$ cat src/erpd_pkg.sv
// ----------------------------------------------------------------------------
// erpd_pkg
// Types and constants of the escape-coded RLE pixel decoder.
// ----------------------------------------------------------------------------
`default_nettype none

package erpd_pkg;

	localparam int CAP_W  = 18;
	localparam int ADDR_W = 17;
	localparam int LEN_W  = 9;
	localparam int BYTE_W = 8;

	localparam logic [CAP_W-1:0]  CAP_RESET   = 18'd24192;
	localparam int                ADDR_REACH  = 131072;
	localparam logic [BYTE_W-1:0] ESCAPE_CODE = 8'd64;

	localparam int PADDR_W = 3;
	localparam logic [0:0] REG_IDX_CAP = 1'b0;

	typedef enum logic [1:0] {
		PH_IDLE = 2'd0,
		PH_LEN  = 2'd1,
		PH_VAL  = 2'd2
	} phase_t;

endpackage

`default_nettype wire

$ cat src/escape_rle_pixel_decoder_top.sv
// ----------------------------------------------------------------------------
// escape_rle_pixel_decoder_top
// Escape-coded run-length pixel decoder producing buffer fill commands.
// ----------------------------------------------------------------------------
// Takes one compressed byte per clock and turns it into at most one fill
// command (address, value, length, clipped). A byte is held in the input
// register, decoded, and its command held in the result register; a new byte
// is accepted in every cycle while the result register is free or being
// drained. s_tready follows m_tready combinationally when both registers are
// full. Fill commands are clipped to the smallest of buffer_capacity,
// BUFFER_DEPTH and the 131072-byte reach of the 17-bit address.
// ----------------------------------------------------------------------------
`default_nettype none

module escape_rle_pixel_decoder_top import erpd_pkg::*; #(
	parameter int BUFFER_DEPTH = 131072
) (
	input  wire logic               clk,
	input  wire logic               arst_n,
	// stream in
	input  wire logic               s_tvalid,
	output logic                    s_tready,
	input  wire logic [7:0]         s_tdata,  // [7:0] code_byte
	input  wire logic               s_tuser,  // [0] frame_start
	input  wire logic               s_tlast,  // chunk_end
	// stream out
	output logic                    m_tvalid,
	input  wire logic               m_tready,
	output logic      [39:0]        m_tdata,  // [16:0] fill_address, [24:17] fill_value,
	                                          // [33:25] fill_length, [39:34] zero
	output logic                    m_tuser,  // [0] clipped
	// APB
	input  wire logic               psel,
	input  wire logic               penable,
	input  wire logic               pwrite,
	input  wire logic [PADDR_W-1:0] paddr,
	input  wire logic [31:0]        pwdata,
	output logic      [31:0]        prdata,
	output logic                    pready
);

	logic [CAP_W-1:0]  cap_eff;
	logic [ADDR_W-1:0] fill_address;
	logic [BYTE_W-1:0] fill_value;
	logic [LEN_W-1:0]  fill_length;
	logic              clipped;
	logic              chunk_end_unused;

	assign chunk_end_unused = s_tlast;

	erpd_cfg #(
		.BUFFER_DEPTH (BUFFER_DEPTH)
	) u_cfg (
		.clk     (clk),
		.arst_n  (arst_n),
		.psel    (psel),
		.penable (penable),
		.pwrite  (pwrite),
		.paddr   (paddr),
		.pwdata  (pwdata),
		.prdata  (prdata),
		.pready  (pready),
		.cap_eff (cap_eff)
	);

	erpd_core u_core (
		.clk       (clk),
		.arst_n    (arst_n),
		.cap_eff   (cap_eff),
		.in_valid  (s_tvalid),
		.in_ready  (s_tready),
		.in_byte   (s_tdata),
		.in_fs     (s_tuser),
		.out_valid (m_tvalid),
		.out_ready (m_tready),
		.out_addr  (fill_address),
		.out_value (fill_value),
		.out_len   (fill_length),
		.out_clip  (clipped)
	);

	assign m_tdata = {6'd0, fill_length, fill_value, fill_address};
	assign m_tuser = clipped;

endmodule

`default_nettype wire

$ cat src/erpd_cfg.sv
// ----------------------------------------------------------------------------
// erpd_cfg
// APB register file: buffer capacity, clamped to the usable depth.
// ----------------------------------------------------------------------------
`default_nettype none

module erpd_cfg import erpd_pkg::*; #(
	parameter int BUFFER_DEPTH = 131072
) (
	input  wire logic                clk,
	input  wire logic                arst_n,
	input  wire logic                psel,
	input  wire logic                penable,
	input  wire logic                pwrite,
	input  wire logic [PADDR_W-1:0]  paddr,
	input  wire logic [31:0]         pwdata,
	output logic      [31:0]         prdata,
	output logic                     pready,
	output logic      [CAP_W-1:0]    cap_eff
);

	localparam int CAP_LIMIT = (BUFFER_DEPTH < ADDR_REACH) ? BUFFER_DEPTH : ADDR_REACH;
	localparam logic [CAP_W-1:0] CAP_LIMIT_V = CAP_W'(CAP_LIMIT);

	logic [CAP_W-1:0] cap_q;
	logic             reg_sel;

	assign pready  = 1'b1;
	assign reg_sel = (paddr[2] == REG_IDX_CAP);

	always_ff @(posedge clk or negedge arst_n) begin
		if (!arst_n) begin
			cap_q <= CAP_RESET;
		end else if (psel && penable && pwrite && pready && reg_sel) begin
			cap_q <= pwdata[CAP_W-1:0];
		end
	end

	always_comb begin
		prdata = '0;
		if (reg_sel) begin
			prdata = {{(32-CAP_W){1'b0}}, cap_q};
		end
	end

	assign cap_eff = (cap_q > CAP_LIMIT_V) ? CAP_LIMIT_V : cap_q;

endmodule

`default_nettype wire

$ cat src/erpd_core.sv
// ----------------------------------------------------------------------------
// erpd_core
// Input register, escape decode and clipping, fill command result register.
// ----------------------------------------------------------------------------
`default_nettype none

module erpd_core import erpd_pkg::*; (
	input  wire logic               clk,
	input  wire logic               arst_n,
	input  wire logic [CAP_W-1:0]   cap_eff,
	input  wire logic               in_valid,
	output logic                    in_ready,
	input  wire logic [BYTE_W-1:0]  in_byte,
	input  wire logic               in_fs,
	output logic                    out_valid,
	input  wire logic               out_ready,
	output logic      [ADDR_W-1:0]  out_addr,
	output logic      [BYTE_W-1:0]  out_value,
	output logic      [LEN_W-1:0]   out_len,
	output logic                    out_clip
);

	logic              valid_s1;
	logic [BYTE_W-1:0] byte_s1;
	logic              fs_s1;

	phase_t            phase_q, phase_d, phase_eff;
	logic [LEN_W-1:0]  pend_q, pend_d;
	logic [CAP_W-1:0]  off_q, off_d, off_eff;

	logic [CAP_W-1:0]  room;
	logic [LEN_W-1:0]  n_len;
	logic              n_clip;
	logic              emit;

	logic              out_valid_q;
	logic [ADDR_W-1:0] addr_q;
	logic [BYTE_W-1:0] value_q;
	logic [LEN_W-1:0]  len_q;
	logic              clip_q;

	logic              adv;

	assign adv      = valid_s1 && (!out_valid_q || out_ready);
	assign in_ready = !valid_s1 || adv;

	always_ff @(posedge clk or negedge arst_n) begin
		if (!arst_n) begin
			valid_s1 <= 1'b0;
		end else if (in_ready) begin
			valid_s1 <= in_valid;
		end
	end

	always_ff @(posedge clk) begin
		if (in_ready && in_valid) begin
			byte_s1 <= in_byte;
			fs_s1   <= in_fs;
		end
	end

	always_comb begin
		off_eff   = fs_s1 ? '0 : off_q;
		phase_eff = fs_s1 ? PH_IDLE : phase_q;
		room      = (off_eff < cap_eff) ? (cap_eff - off_eff) : '0;

		phase_d = PH_IDLE;
		pend_d  = fs_s1 ? '0 : pend_q;
		off_d   = off_eff;
		n_len   = '0;
		n_clip  = 1'b0;
		emit    = 1'b0;

		case (phase_eff)
			PH_LEN: begin
				pend_d  = LEN_W'(byte_s1) + LEN_W'(1);
				phase_d = PH_VAL;
			end
			PH_VAL: begin
				pend_d = '0;
				n_len  = pend_d;
				n_len  = fs_s1 ? '0 : pend_q;
				if ({{(CAP_W-LEN_W){1'b0}}, n_len} > room) begin
					n_len  = room[LEN_W-1:0];
					n_clip = 1'b1;
				end
				emit  = (n_len != '0);
				off_d = off_eff + {{(CAP_W-LEN_W){1'b0}}, n_len};
			end
			default: begin
				if (byte_s1 < ESCAPE_CODE) begin
					if (room != '0) begin
						emit  = 1'b1;
						n_len = LEN_W'(1);
						off_d = off_eff + CAP_W'(1);
					end
				end else if (byte_s1 == ESCAPE_CODE) begin
					phase_d = PH_LEN;
				end
			end
		endcase
	end

	always_ff @(posedge clk or negedge arst_n) begin
		if (!arst_n) begin
			phase_q     <= PH_IDLE;
			pend_q      <= '0;
			off_q       <= '0;
			out_valid_q <= 1'b0;
		end else begin
			if (adv) begin
				phase_q     <= phase_d;
				pend_q      <= pend_d;
				off_q       <= off_d;
				out_valid_q <= emit;
			end else if (out_ready) begin
				out_valid_q <= 1'b0;
			end
		end
	end

	always_ff @(posedge clk) begin
		if (adv && emit) begin
			addr_q  <= off_eff[ADDR_W-1:0];
			value_q <= byte_s1;
			len_q   <= n_len;
			clip_q  <= n_clip;
		end
	end

	assign out_valid = out_valid_q;
	assign out_addr  = addr_q;
	assign out_value = value_q;
	assign out_len   = len_q;
	assign out_clip  = clip_q;

endmodule

`default_nettype wire

$ cat config.mk
export PLATFORM = sky130hd
export DESIGN_NAME = escape_rle_pixel_decoder_top
export DESIGN_NICKNAME = d
export VERILOG_FILES = /design/src/erpd_pkg.sv /design/src/escape_rle_pixel_decoder_top.sv /design/src/erpd_cfg.sv /design/src/erpd_core.sv
export SDC_FILE = /design/constraint.sdc
export NUM_CORES = 1
export LEC_CHECK = 0
export BUFFER_PORTS_ARGS = -buffer_cell sky130_fd_sc_hd__buf_2
export CORE_MARGIN = 3
export CORE_UTILIZATION = 40
export CTS_BUF_LIST = sky130_fd_sc_hd__clkbuf_4 sky130_fd_sc_hd__clkbuf_8
export DETAILED_ROUTE_END_ITERATION = 12
export PLACE_DENSITY = 0.57
export SLEW_MARGIN = 20
export SYNTH_ARGS = -nofsm -noshare
export SYNTH_HDL_FRONTEND = slang
export SYNTH_SLANG_ARGS = --single-unit
export TNS_END_PERCENT = 20
$ cat constraint.sdc
create_clock -name clk -period 8.7 [get_ports clk]
set_clock_uncertainty 0.2 [all_clocks]
set_input_delay 0.87 -clock clk [delete_from_list [all_inputs] [get_ports clk]]
set_output_delay 0.87 -clock clk [all_outputs]
set_load 0.005 [all_outputs]
Word level (Yosys, flattened, before mapping)
Index checks and enable logic that the tools add are counted.
Operators by class
  eq/ne operators: 3
  reductions and logical operators: 13
  add/sub/neg operators: 4
  order comparisons: 4
  bitwise gates (word level): 1
  muxes and demuxes: 24
Operators with widths (number)
  18-bit two-way mux: 6
  9-bit two-way mux: 4
  18-bit one-hot mux with 2 select lines: 1
  9-bit one-hot mux with 2 select lines: 2
  18-bit by 1-bit adder with 18-bit output (second input constant): 1
  18-bit by 9-bit adder with 18-bit output: 1
  18-bit greater-than comparator (second input constant): 1
  9-bit by 18-bit greater-than comparator with 1-bit output: 1
  18-bit less-than comparator: 1
  18-bit nonzero test: 1
  18-bit subtractor: 1
  8-bit by 1-bit adder with 9-bit output (second input constant): 1
  9-bit nonzero test: 1
  8-bit by 7-bit == test with 1-bit output (second input constant): 1
  8-bit by 7-bit less-than comparator with 1-bit output (second input constant): 1
  1-bit two-way mux: 7
  1-bit logical AND: 6
  2-bit two-way mux: 2
  2-bit one-hot mux with 2 select lines: 1
  2-bit by 1-bit == test with 1-bit output (second input constant): 1
  2-bit == test (second input constant): 1
  1-bit logical NOT: 2
  1-bit logical OR: 2
  1-bit one-hot mux with 2 select lines: 1
  2 further kinds: 2
Storage, ports and cells
  flip-flop bits (word level): 93
  input port bits: 52
  output and inout port bits: 76

Logic depth before layout (Yosys ltp)
Gate-level depths: netlist (run 1).
  depth in word-level cells: 10
  mapped depth: 34
  gate-level depth less buffers: 32

Modules after synthesis
From an unflattened synthesis (run 1), not the netlist that was laid out.
Second synthesis, totals
  cells, all modules: 734
  area total of the unflattened synthesis: 6751.5 um2
By module, submodules not included
  erpd_core: times used 1, cells each 633, area an instance 5605.4 um2, seq. area each 2097.0 um2
  erpd_cfg: times used 1, cells each 94, area an instance 1097.3 um2, seq. area each 457.9 um2
  escape_rle_pixel_decoder_top: times used 1, cells each 7, area an instance 48.8 um2, seq. area each 0.0 um2

Least setup slack after synthesis (run 1)
Ideal clock, no wire load.
  kind: register to register
  start: register u_cfg.cap_q[0]
  end: register u_core.off_q[14]
  path buffers: 2
  data arrival time: 6.848 ns
  path slack: 1.528 ns
  stages on the path, launching flop included: 35
  clock period less this slack: 7.172 ns
  library setup time: 0.124 ns
  data required time: 8.376 ns
  cell sequence: dfrtp_1 -> nor4_1 -> nand4_1 -> o41ai_1 -> and2_1 -> ha_1 -> o211ai_1 -> o21ai_2 -> a21oi_2 -> o221a_1 -> or2_1 -> buf_2 -> nor2_1 -> inv_1 -> ha_1 -> nand2_1 -> a21oi_1 -> o21ai_0 -> a21o_1 -> a21oi_1 -> or3b_2 -> o21ai_0 -> buf_4 -> o2bb2ai_1 -> ha_1 -> fa_1 -> a21o_1 -> a21o_1 -> a21oi_1 -> o21ai_0 -> a41oi_1 -> or3_1 -> or3_1 -> o221ai_1 -> a211o_1
On the way
  word-level cells in the longest chain between the ends: 9
Ends and longest elaborated chain
  start: declaration: line erpd_cfg.sv:25  | logic [CAP_W-1:0] cap_q;
  start signal: assignment: line erpd_cfg.sv:35  | cap_q <= pwdata[CAP_W-1:0];
  18-bit greater-than comparator: line erpd_cfg.sv:46  | assign cap_eff = (cap_q > CAP_LIMIT_V) ? CAP_LIMIT_V : cap_q;
  18-bit two-way mux *: line erpd_cfg.sv:46
  18-bit subtractor or 18-bit less-than comparator (tied branches): line erpd_core.sv:65  | room = (off_eff < cap_eff) ? (cap_eff - off_eff) : '0;
  18-bit two-way mux *: line erpd_core.sv:65
  9-bit by 18-bit greater-than comparator with 1-bit output: line erpd_core.sv:83  | if ({{(CAP_W-LEN_W){1'b0}}, n_len} > room) begin
  9-bit two-way mux: line erpd_core.sv:83
  9-bit two-way mux: line erpd_core.sv:74  | case (phase_eff)
  18-bit by 9-bit adder with 18-bit output: line erpd_core.sv:88  | off_d = off_eff + {{(CAP_W-LEN_W){1'b0}}, n_len};
  18-bit one-hot mux with 2 select lines *: line erpd_core.sv:74
  end signal: assignment: line erpd_core.sv:108  | off_q <= '0;
  end signal: assignment: line erpd_core.sv:114  | off_q <= off_d;
  end: declaration: line erpd_core.sv:29  | logic [CAP_W-1:0] off_q, off_d, off_eff;
Mark *: on every way between the ends. The rest lies on a longest branch, timed or not. The select of a mux whose other input is x is not followed.
A chain may end at the register's enable or synchronous reset.

Worst setup path in the final report (run 1)
Same ends and word-level chain as after synthesis.

==> results by stage, run 1 <==
Die:
- The total I/O pin count is 128.
- The die covers 0.0186 mm2.
- The horizontal extent of the die is 136 um.
- The initial utilization of the core area, before any placement, comes to 40.9%.
- The number of rows created at floorplan is 47.
- The total core area is 0.0166 mm2.
- Measured along the y axis, the die boundary spans 136 um.

Yosys:
- Summing every instance area after synthesis gives 0.00680 mm2.
- The number of instances in the synthesized netlist is 744.
- The synthesis-stage register bit count is 93.
- Yosys printed 0 warnings.
- After synthesis, the mean cell area works out to 9.14 um2.
- Sorting the synthesized cells by how often they occur yields nand2_1, edfxtp_1, dfrtp_1.
- The top cell type's share of synthesized area is 19.4%.
- Synthesis instantiated 77 different standard cells from the library.
- The most common cell in the synthesized netlist is nand2_1.
- Sequential cells were found to cover 37.6% of the synthesized design area.
- By area the synthesized netlist is led by edfxtp_1, dfrtp_1, ha_1, nand2_1, mux2_2.
- For this run, asynchronously set or reset flops after synthesis account for 52.7%.
- The largest total area in the synthesized netlist belongs to edfxtp_1.
- The count of flip-flops with a built-in enable after synthesis is 44.
- In the synthesized netlist the dominant register cell turns out to be edfxtp_1.

Critical path:
- The worst setup path is captured at a flip-flop.
- The depth of the worst register-to-register path is 33.
- The worst register-to-register path begins at u_cfg.cap_q[0].
- The maximum fanout along the worst path is 9.
- On the worst path, the slowest cell contributes a delay of 510 ps.
- The start point of the critical path is u_cfg.cap_q[0].
- The capturing element of the worst setup path is u_core.off_q[14].
- STA classifies the critical path startpoint as a flip-flop.
- The worst path arrival time is 8130 ps.
- In this run the critical register-to-register path is captured at u_core.off_q[14].
- The setup check on the worst reg-to-reg path leaves a slack of 650 ps.
- The largest individual stage delay along the critical path comes from the cell or3b_2.
- The worst setup path is of the reg -> reg kind.
- The required time of the critical path is 8780 ps.

CTS:
- The CTS tree is built.
- The number of levels in the clock H-tree is 3.
- The clock input transition at the sequential cells of the worst setup and hold paths is 90 ps.
- Clock tree synthesis selected as its root buffer the cell clkbuf_8.
- In this run the deepest clock path goes through 2 buffers.
- The number of sinks driven by the clock tree is 93.
- The later pin in the worst-skew pair is clocked with a latency of 400 ps.
- The number of buffers created by CTS is 9.

Cells and area:
- At the end of the flow, the number of nets in the layout was 927.
- The number of filler cells placed in the layout is 1642.
- In the final layout, the share of cells above drive strength 1 is 19.7%.
- The utilization of the core after routing is 46.0%.
- From synthesis to final layout, the design area changed by 12.4%.
- 0 antenna diodes ended up in the layout.
- After the flow finishes, the layout carries non-filler instances totaling 1056.
- The final instance area is 0.00765 mm2.

Power:
- The net switching power of the design is 0.000653 W.
- The worst-case IR drop observed on VDD is 0.0953 mV.
- The share of power burned in the clock network is 17.6%.
- Sequential cells burn 35.9% of the power.
- In this run the power density over the cells is 208 mW/mm2.
- The leakage power total is 3.35 nW.
- The power share of the combinational group is 46.5%.
- The internal power summed over all cells is 0.000942 W.
- Of the total power, the share spent switching nets is 40.9%.

STA:
- The summed negative setup slack over all endpoints is 0 ps.
- The clock period minus worst slack is 8050 ps.
- For this run, the top clock speed supported by timing is 124 MHz.
- The number of slew-limit violations in the final report is 0.
- The worst max-slew margin expressed relative to the limit is 40.9%.
- Setup repair after global routing left no endpoint under its margin.
- The number of hold violations in the final report is 0.
- At the pin with the least slew margin, the transition time is 882 ps.
- In the finished design, the share of the clock period the worst path needs comes to 92.5%.
- Hold timing on the final database bottoms out at a slack of 293 ps.
- Setup violations remaining at the end of the flow were counted as 0.

Route:
- The first-pass iteration count of the detailed router is 5.
- The total detailed-routing wirelength is 18600 um.
- The routed via count is 5884.
- The average vias per placed instance is 5.57.
- The DRC violation total after the first TritonRoute iteration is 447.
- The detail route stage leaves a number of antenna-violating nets equal to 0.
- The final routed DRC violation total is 0.
- Dividing the detail-routed wire length by the instance count gives 17.6 um.

Placed design:
- The weighted congestion reported at the end of routability-driven placement is 0.985.
- The area of placed instances is 0.00743 mm2.
- The post-placement cell count is 1039.
- The count of buffers from port buffering is 89.
- Detailed placement finished with a half-perimeter wire length of 14300 um.

Min path:
- The class of the worst hold path is reg -> reg.

Run:
- Max-cap violations in this run came to 0.

GRT:
- The via count of the first global-routing pass came to 5694.
- The global-route wire length before repair is 29600 um.
- The largest net degree at the start of global routing is 50.
- For this run the aggregate overflow at the end of global routing stands at 0.
- The combined global-route utilization of all metal layers is 20.5%.
- The initial antenna violation count is 0.

Run status:
- The flow ran to the end, and the final reports show no timing, DRC or antenna violations.
repair_timing:
item | CTS | global route
buffers inserted | 0 | 0
hold buffers | 0 | 0
gates resized for setup | 0 | 4
endpoints found under the setup margin | 0 | 4
routing by layer:
layer | wire [um] | part of all wire, % | track usage, % | up-vias
met4 | 473 | 2.5 | 8.57 | 0
met5 | 0 | 0 | 0 | -
met1 | 8350 | 45 | 27.5 | 2803
met3 | 1100 | 5.9 | 3.33 | 33
li1 | - | - | - | 2835
met2 | 8720 | 47 | 32.9 | 213
cells in the final DEF, fill, tap and decap left out, types with 9 or more instances in the layout:
| cell | netlist | layout |
|---|---|---|
| a211oi_1 | 14 | 14 |
| a21oi_1 | 42 | 42 |
| and2_1 | 24 | 24 |
| buf_2 | 4 | 89 |
| buf_4 | 24 | 16 |
| clkbuf_8 | 0 | 10 |
| conb_1 | 2 | 21 |
| dfrtp_1 | 43 | 43 |
| edfxtp_1 | 44 | 44 |
| ha_1 | 42 | 41 |
| inv_1 | 42 | 42 |
| mux2_2 | 21 | 21 |
| mux2i_1 | 9 | 9 |
| nand2_1 | 92 | 92 |
| nand3_1 | 21 | 21 |
| nand4_1 | 13 | 13 |
| nor2_1 | 36 | 35 |
| nor2b_1 | 37 | 37 |
| nor3_1 | 19 | 19 |
| nor4_1 | 9 | 9 |
| o21ai_0 | 33 | 32 |
| or3_1 | 9 | 9 |
| xnor2_1 | 13 | 13 |
| xor2_1 | 13 | 13 |
critical path, delay by kind of cell, from the launching register on:
| kind | cells | cell delay (ps) |
|---|---|---|
| multiplexers | 1 | 130 |
| adder cells (fa/ha/maj) | 3 | 920 |
| AND/OR/NAND/NOR | 9 | 1920 |
| flip-flops | 1 | 430 |
| buffers and inverters | 3 | 620 |
| AO/OA/AOI/OAI | 17 | 3730 |
flip-flops by register name (all words and copies together), names as in the netlist:
signal	flops
u_cfg.cap_q	18
u_core.byte_s1	8
u_core.fs_s1	1
u_core.off_q	18
u_core.out_addr	17
u_core.out_clip	1
u_core.out_len	9
u_core.out_valid	1
u_core.out_value	8
u_core.pend_q	9
u_core.phase_q	2
u_core.valid_s1	1
through the flow:
stage | worst slack, ps | total power (W)
finish | 652 | 0.00159
global placement | 577 | 0.00129
detailed placement | 426 | 0.00131
CTS | 369 | 0.00159
global route | 6.32 | 0.00171
floorplan | 1530 | 0.00113
worst min path at each step:
stage                           start           endpoint  slack, ps  cells after the start
floorplan            u_core.pend_q[8]   u_core.pend_q[8]        240                      2
global placement    u_core.phase_q[1]  u_core.phase_q[1]        260                      2
detailed placement  u_core.phase_q[1]  u_core.phase_q[1]        270                      2
CTS                 u_core.phase_q[1]  u_core.phase_q[1]        290                      2
global route          u_core.off_q[0]    u_core.off_q[0]        320                      1
finish               u_core.pend_q[6]   u_core.pend_q[6]        290                      2
kinds of logic (layout without fill, tap and decap cells):
| logic type | Yosys count | count (layout) | synth area share [%] |
|---|---|---|---|
| fa+ha+maj | 44 | 44 | 8.31 |
| buf+inv | 92 | 165 | 6.81 |
| xor+xnor | 26 | 26 | 3.35 |
| simple gates | 288 | 288 | 21.7 |
| other cells | 2 | 21 | 0.110 |
| mux | 30 | 30 | 4.80 |
| compound gates | 169 | 169 | 17.4 |
| flops | 93 | 93 | 37.6 |
cell type report:
| cell class | instances | area, um2 | share of cell area (%) |
|---|---|---|---|
| clock inverters | 5 | 33.8 | 0.442 |
| well taps | 220 | 275 | 3.60 |
| multi-input cells | 578 | 3880 | 50.8 |
| flip-flops and latches | 93 | 2550 | 33.4 |
| repair buffers | 106 | 593 | 7.76 |
| clock buffers | 11 | 145 | 1.90 |
| inverters | 43 | 161 | 2.11 |
power by group through the flow:
stage	registers (W)	logic (W)	clock network (W)
final	0.000573	0.000741	0.000280
after global placement	0.000578	0.000716	0
after global routing	0.000581	0.000831	0.000301
after floorplan	0.000561	0.000565	0
after CTS	0.000572	0.000732	0.000289
after detailed placement	0.000581	0.000728	0
No activity file was read; power rests on OpenSTA's default activity.
==> inputs of run 2 (changes only) <==
- PLACE_DENSITY: 0.57 -> unset
- PLACE_DENSITY_LB_ADDON: unset -> 0.3
- clock period: 8.7 -> 10.1 ns (I/O delays scaled with it)
==> results by stage, run 2 (synthesis results as in run 1) <==
CTS:
- The number of hold buffers added after CTS was 0 (unchanged).
- The number of buffers on the longest clock path is 2 (unchanged).
- The cell sitting at the root of the clock tree is a clkbuf_8.
- The clock input transition at the sequential cells of the worst setup and hold paths is 90 ps (about the same).
- The worst-skew pair later-pin latency was 390 ps (about the same).
- The number of levels in the clock H-tree is 3 (unchanged).
- The number of sinks driven by the clock tree is 93 (unchanged).
- The number of cells upsized or downsized after cts is 0 (unchanged).
- The CTS tree is built.
- The number of buffers created by CTS is 9 (unchanged).
- The post-CTS setup-driven buffer insertion count is 0 (unchanged).

Cells and area:
- The number of filler cells placed in the layout is 1600 (-2.6%).
- The most common library cell in the layout ignoring fill and taps is nand2_1.
- The synthesis-to-layout area growth is 11.6%.
- The net total in the final layout came to 918 (-0.97%).
- The top cell types in the final layout, fill and taps aside, are nand2_1, buf_2, edfxtp_1.
- The total inserted antenna cells is 0 (unchanged).
- The final instance area came to 0.00759 mm2 (-0.72%).
- The fraction of layout cells with a size suffix above 1 was 18.5% (-1.2 points).

Route:
- The routed via count is 5706 (-3.0%).
- The total detailed-routing wirelength was 17100 um (-8.0%).
- The final routed DRC violation total is 0 (unchanged).
- The post-detailed-route count of antenna-violating nets was 0 (unchanged).
- The average vias per placed instance was 5.45 (-2.2%).
- The average wire per standard cell is 16.4 um (-7.2%).
- The first-pass iteration count of the detailed router is 5 (unchanged).
- The DRC violation total after the first TritonRoute iteration is 574 (+28%).

Die:
- The starting density of the core is 40.9% (unchanged).
- The floorplan die area is 0.0186 mm2 (unchanged).
- The horizontal extent of the die is 136 um (unchanged).
- The number of rows created at floorplan is 47 (unchanged).
- The y dimension of the die was 136 um (unchanged).
- The total core area is 0.0166 mm2 (unchanged).
- The total I/O pin count came to 128 (unchanged).

Critical path:
- The start point of the critical path is u_cfg.cap_q[0].
- The maximum fanout along the worst path is 10 (+1).
- The worst path arrival time is 8700 ps (+570 ps).
- The required time of the critical path is 10190 ps (+1410 ps).
- The nature of the critical path endpoint is a flip-flop.
- The worst setup path category is reg -> reg.
- The biggest cell delay along the critical path was 610 ps (+100 ps).
- The worst setup path is launched from a flip-flop.
- The worst register-to-register path begins at u_cfg.cap_q[0].
- The largest individual stage delay along the critical path comes from the cell o21ai_0.

Run:
- The total of max-cap violations came to 0 (unchanged).

GRT:
- The final global-route overflow total was 0 (unchanged).
- The combined global-route utilization of all metal layers was 19.2% (-1.3 points).
- The met2 capacity usage during global routing is 29.7% (-3.2 points).
- The fraction of met3 tracks used by global routing is 3.77% (+0.44 points).
- The via count of the first global-routing pass is 5529 (-2.9%).
- After global routing, the most crowded layer is met2.
- The initial antenna violation count was 0 (unchanged).
- The global-route wire length before repair is 28000 um (-5.4%).
- The global-route track usage on met1 is 27.0% (-0.47 points).
- The largest net degree at the start of global routing was 50 (unchanged).

Power:
- The maximum VDD drop came to 0.0749 mV (-21%).
- The power per unit of standard cell area was 184 mW/mm2 (-12%).
- The leakage power total is 3.32 nW (-0.83%).

Placed design:
- The count of buffers from port buffering came to 89 (unchanged).
- The weighted congestion reported at the end of routability-driven placement is 0.880 (-11%).
- The area of placed instances came to 0.00737 mm2 (-0.81%).
- The placed wire-length estimate was 13000 um (-8.9%).

STA:
- The top achievable clock speed came to 116 MHz (-6.6%).
- The clock period minus worst slack is 8620 ps (+567 ps).
- The number of slew-limit violations in the final report is 0 (unchanged).
- The final clock period utilization by the worst path is 85.3% (-7.2 points).
- The transition time at the pin with the least slew margin is 917 ps (+34.2 ps).
- Setup repair after global routing left no endpoint under its margin.
- The summed negative setup slack over all endpoints is 0 ps (unchanged).
- The worst max-slew margin expressed relative to the limit is 38.9% (-2.0 points).
- The count of endpoints failing setup in the final report is 0 (unchanged).
- The number of hold violations in the final report is 0 (unchanged).

Run status:
- The run finished with clean final reports.

Min path:
- The class of the worst hold path is reg -> reg.
- The launch instance of the worst min-delay path is u_core.phase_q[1].
## run 2: area by class of cell
cell class,instances,area (um2),share of cell area [%]
Multi-Input combinational cell,578,3870,51.0
Sequential cell,93,2550,33.7
Timing Repair Buffer,97,505,6.66
Tap cell,220,275,3.63
Inverter,43,161,2.13
Clock buffer,12,153,2.01
Clock inverter,4,71.3,0.939
## run 2: final timing paths
check                                          to  slack, ps  cells after the start
worst max-delay path             u_core.off_q[14]       1480                     32
max in group asynchronous        u_core.pend_q[8]       8720                      2
worst max register to register   u_core.off_q[14]       1480                     32
worst min register to register  u_core.phase_q[1]        290                      2
min in group asynchronous         u_cfg.cap_q[15]        520                      2
worst min-delay path            u_core.phase_q[1]        290                      2
## run 2: power by group
part	leakage [nW]	total [W]	switching, W	internal [W]
sequential	1.03	0.000493	0.0000456	0.000447
clock	0.111	0.000289	0.000137	0.000151
combinational	2.18	0.000618	0.000362	0.000256
total	3.32	0.00140	0.000545	0.000854
## run 2: stage by stage
step                hold WS, ps  std cells  util, %  worst slack [ps]  power, W
finish                      289       1047     45.6              1480   0.00140
global route                320       1047     45.6               716   0.00151
CTS                         289       1047     45.6              1480   0.00140
detailed placement          265       1031     44.3              1540   0.00111
floorplan                   242        763        -              2930  0.000970
global placement            262       1031     44.3              1570   0.00110
## run 2: critical path, delay by kind of cell (launching register included)
family	cells	cell delay (ps)
AO/OA/AOI/OAI	15	3520
AND/OR/NAND/NOR	11	2590
adder cells (fa/ha/maj)	4	1250
buffers and inverters	2	490
flip-flops	1	420
## run 2: routing by layer
| layer | vias to the layer above | part of all wire (%) |
|---|---|---|
| met4 | 0 | 2.2 |
| met5 | - | 0 |
| met1 | 2652 | 47 |
| met3 | 26 | 6.4 |
| met2 | 208 | 44 |
| li1 | 2820 | - |
==> inputs of run 3 (changes only) <==
- ABC_AREA: unset -> 1
==> results by stage, run 3 <==
Run status:
- The run finished with clean final reports.

STA:
- The top achievable clock speed is 125 MHz (+7.6%).
- Setup repair after global routing left no endpoint under its margin.
- The count of endpoints failing setup in the final report is 0 (unchanged).
- The summed negative setup slack over all endpoints is 0 ps (unchanged).
- The transition time at the pin with the least slew margin came to 1030 ps (+113 ps).
- The number of hold violations in the final report is 0 (unchanged).
- The final clock period utilization by the worst path is 79.3% (-6.0 points).
- The worst max-slew margin expressed relative to the limit is 31.4% (-7.5 points).
- The number of slew-limit violations in the final report is 0 (unchanged).
- The clock period minus worst slack is 8010 ps (-605 ps).

Critical path:
- The reg2reg setup slack is 2090 ps (+610 ps).
- The reg-to-reg startpoint is u_core.fs_s1.
- Among the stages of the critical path, the cell type that occurs most often is nand2_1.
- The worst path arrival time is 8140 ps (-560 ps).
- The endpoint of the lowest-slack register-to-register path is u_core.off_q[15].
- STA classifies the critical path startpoint as a flip-flop.
- The worst setup path category is reg -> reg.
- The capturing element of the worst setup path is u_core.off_q[15].
- The sum of buffers and inverters on the critical path is 7 (+5).
- The cell depth of the worst setup path was 41 (+28%).
- The nature of the critical path endpoint is a flip-flop.
- The required time of the critical path was 10230 ps (+40 ps).
- The maximum fanout along the worst path was 22 (+12).
- The most critical setup path has its startpoint at u_core.fs_s1.
- The biggest cell delay along the critical path came to 1040 ps (+430 ps).
- The library cell contributing the largest single delay on the critical path is edfxtp_1.
- On the critical path the largest part of the delay comes from simple AND/OR/NAND/NOR gates.
- The depth of the worst register-to-register path is 41 (+28%).

Power:
- The share of power burned in the clock network came to 20.5% (about the same).
- The net switching fraction of the power is 43.8% (+4.9 points).
- The total chip power came to 0.00147 W (+4.7%).
- The leakage power total is 4.05 nW (+22%).
- The internal power summed over all cells was 0.000823 W (-3.6%).
- The power share of the combinational group is 47.4% (+3.3 points).
- The net switching power of the design is 0.000642 W (+18%).
- The register share of total power was 32.1% (-3.1 points).
- The maximum VDD drop was 0.0931 mV (+24%).
- The power per unit of standard cell area is 185 mW/mm2 (+0.13%).

Placed design:
- The placed wire-length estimate is 14300 um (+10%).
- The count of buffers from port buffering is 89 (unchanged).
- The weighted congestion reported at the end of routability-driven placement was 0.942 (+7.0%).
- The post-placement cell count is 1297 (+26%).

Die:
- The number of rows created at floorplan was 48 (+2.1%).
- The floorplan die area is 0.0194 mm2 (+4.3%).
- The total I/O pin count is 128 (unchanged).
- The starting density of the core is 41.0% (+0.098 points).
- The total core area is 0.0174 mm2 (+4.3%).
- The horizontal extent of the die came to 139 um (+2.1%).
- The y dimension of the die is 139 um (+2.1%).

Yosys:
- The proportion of synthesized chip area in sequential cells is 35.9% (-1.6 points).
- The post-synthesis average cell area is 7.10 um2 (-22%).
- The share of async-settable or async-resettable flops after synthesis is 52.7% (unchanged).
- The top cell type's share of synthesized area is 18.6% (-0.84 points).
- The most instantiated library cell after synthesis is nand2_1.
- Ranked by total cell area, the synthesized netlist is headed by edfxtp_1, dfrtp_1, nand2_1, inv_1, nor2_1.
- The most used flip-flop cell after synthesis is edfxtp_1.
- The count of synthesis-stage warnings from yosys is 0 (unchanged).
- The mapped cell area is 0.00711 mm2 (+4.5%).
- By count the netlist is led by nand2_1, inv_1, nor2_1, a21oi_1, nand3_1.
- The number of instances in the synthesized netlist is 1001 (+35%).
- edfxtp_1 takes more of the synthesized area than any other cell.
- The count of flip-flops with a built-in enable after synthesis is 44 (unchanged).
- The number of distinct library cell variants in the gate-level netlist after synthesis came to 50 (-35%).
- The synthesis-stage register bit count is 93 (unchanged).

Route:
- The average vias per placed instance was 5.00 (-8.2%).
- The final routed DRC violation total came to 0 (unchanged).
- The routed via count is 6566 (+15%).
- The post-detailed-route count of antenna-violating nets is 0 (unchanged).
- The first-pass iteration count of the detailed router is 5 (unchanged).
- The total detailed-routing wirelength is 18500 um (+7.7%).
- The DRC violation total after the first TritonRoute iteration is 467 (-19%).
- The average wire per standard cell is 14.1 um (-14%).

Cells and area:
- The number of filler cells placed in the layout is 1794 (+12%).
- The net total in the final layout is 1179 (+28%).
- The library cell used most frequently in the layout, excluding fill and tap cells, is nand2_1.
- The fraction of layout cells with a size suffix above 1 was 13.6% (-4.9 points).
- The total inserted antenna cells is 0 (unchanged).
- The non-filler instance count after layout is 1313 (+25%).
- The footprint of the flip-flops and latches came to 0.00255 mm2 (unchanged).
- The library cells used most frequently in the layout, excluding fill and tap cells, are nand2_1, inv_1, nor2_1.
- The synthesis-to-layout area growth was 11.6% (about the same).
- The area of combinational cells with multiple inputs is 0.00372 mm2 (-3.8%).

CTS:
- The number of cells upsized or downsized after cts was 0 (unchanged).
- The number of hold buffers added after CTS is 0 (unchanged).
- TritonCTS built the clock tree.
- The tree is rooted in a clkbuf_8.
- The number of levels in the clock H-tree came to 3 (unchanged).
- The post-CTS setup-driven buffer insertion count is 0 (unchanged).
- The number of sinks driven by the clock tree is 93 (unchanged).
- The worst-skew pair later-pin latency is 400 ps (about the same).
- The clock input transition at the sequential cells of the worst setup and hold paths is 110 ps (+20 ps).
- The number of buffers created by CTS came to 9 (unchanged).
- The number of buffers on the longest clock path is 2 (unchanged).

GRT:
- The largest net degree at the start of global routing is 50 (unchanged).
- The final global-route overflow total is 0 (unchanged).
- The initial antenna violation count is 0 (unchanged).
- The global-route wire length before repair was 30300 um (+8.1%).
- The via count of the first global-routing pass is 6156 (+11%).
- The combined global-route utilization of all metal layers was 19.1% (-0.036 points).

Min path:
- The tightest min-delay check is of the reg -> reg type.

Run:
- The total of max-cap violations is 0 (unchanged).
[run 3: cell count changes after synthesis, sizes merged, moves of 9 or more]
cell,delta
nand2,+125
nand3,+27
a21oi,+32
nor2b,-37
and2,-21
inv,+127
nor2,+133
mux2,-21
mux2i,-9
a211oi,-18
[run 3: cell type report]
type                    instances  share of cell area [%]
inverters                     172                    8.13
well taps                     225                    3.55
clock buffers                   9                    1.56
repair buffers                 96                    6.27
clock inverters                 7                    1.43
multi-input cells             711                    46.9
flip-flops and latches         93                    32.2
[run 3: kinds of logic (layout without fill, tap and decap cells)]
| logic type | count (synthesis) | after routing | share of synthesized area, % |
|---|---|---|---|
| adder cells (fa/ha/maj) | 44 | 44 | 7.95 |
| other | 2 | 21 | 0.106 |
| buffers and inverters | 216 | 284 | 12.7 |
| AND/OR/NAND/NOR | 486 | 486 | 29.7 |
| AO/OA/AOI/OAI | 146 | 146 | 11.9 |
| XOR/XNOR | 14 | 14 | 1.72 |
| flip-flops | 93 | 93 | 35.9 |
[run 3: metrics by stage]
| step | instance area [um2] | setup slack [ps] | hold slack, ps | utilization [%] |
|---|---|---|---|---|
| 3_5_place_dp | 7700 | 2250 | 273 | 44.4 |
| 6_report | 7940 | 2090 | 299 | 45.7 |
| 3_3_place_gp | 7700 | 2440 | 265 | 44.4 |
| 2_1_floorplan | 7180 | 4190 | 249 | - |
| 5_1_grt | 7940 | 1330 | 321 | 45.7 |
| 4_1_cts | 7940 | 2200 | 298 | 45.7 |
[run 3: worst min-delay path, cell delays in order, from the launching register on]
cell and delay [ps]:
dfrtp_1 360, nand2_1 50, nand2_1 60
[run 3: power groups by stage]
| stage | clock network, W | registers, W | logic (W) |
|---|---|---|---|
| final | 0.000301 | 0.000470 | 0.000694 |
| after global routing | 0.000320 | 0.000476 | 0.000790 |
| after CTS | 0.000305 | 0.000471 | 0.000692 |
| after detailed placement | 0 | 0.000479 | 0.000688 |
| after global placement | 0 | 0.000477 | 0.000679 |
| after floorplan | 0 | 0.000473 | 0.000533 |
[run 3: worst min path at each step]
stage,cells past startpoint,end,start
CTS,2,u_core.off_q[12],u_core.off_q[12]
floorplan,2,u_core.off_q[12],u_core.off_q[12]
detailed placement,2,u_core.off_q[12],u_core.off_q[12]
finish,2,u_core.off_q[12],u_core.off_q[12]
global route,0,u_core.out_value[1],u_core.byte_s1[1]
global placement,2,u_core.off_q[12],u_core.off_q[12]
[run 3: routing by layer]
metal	track usage [%]	part of all wire [%]	vias up
li1	-	-	3374
met1	26.3	48	2979
met2	30.8	45	184
met3	3.71	6.2	29
met4	5.56	1.6	0
met5	0	0	-
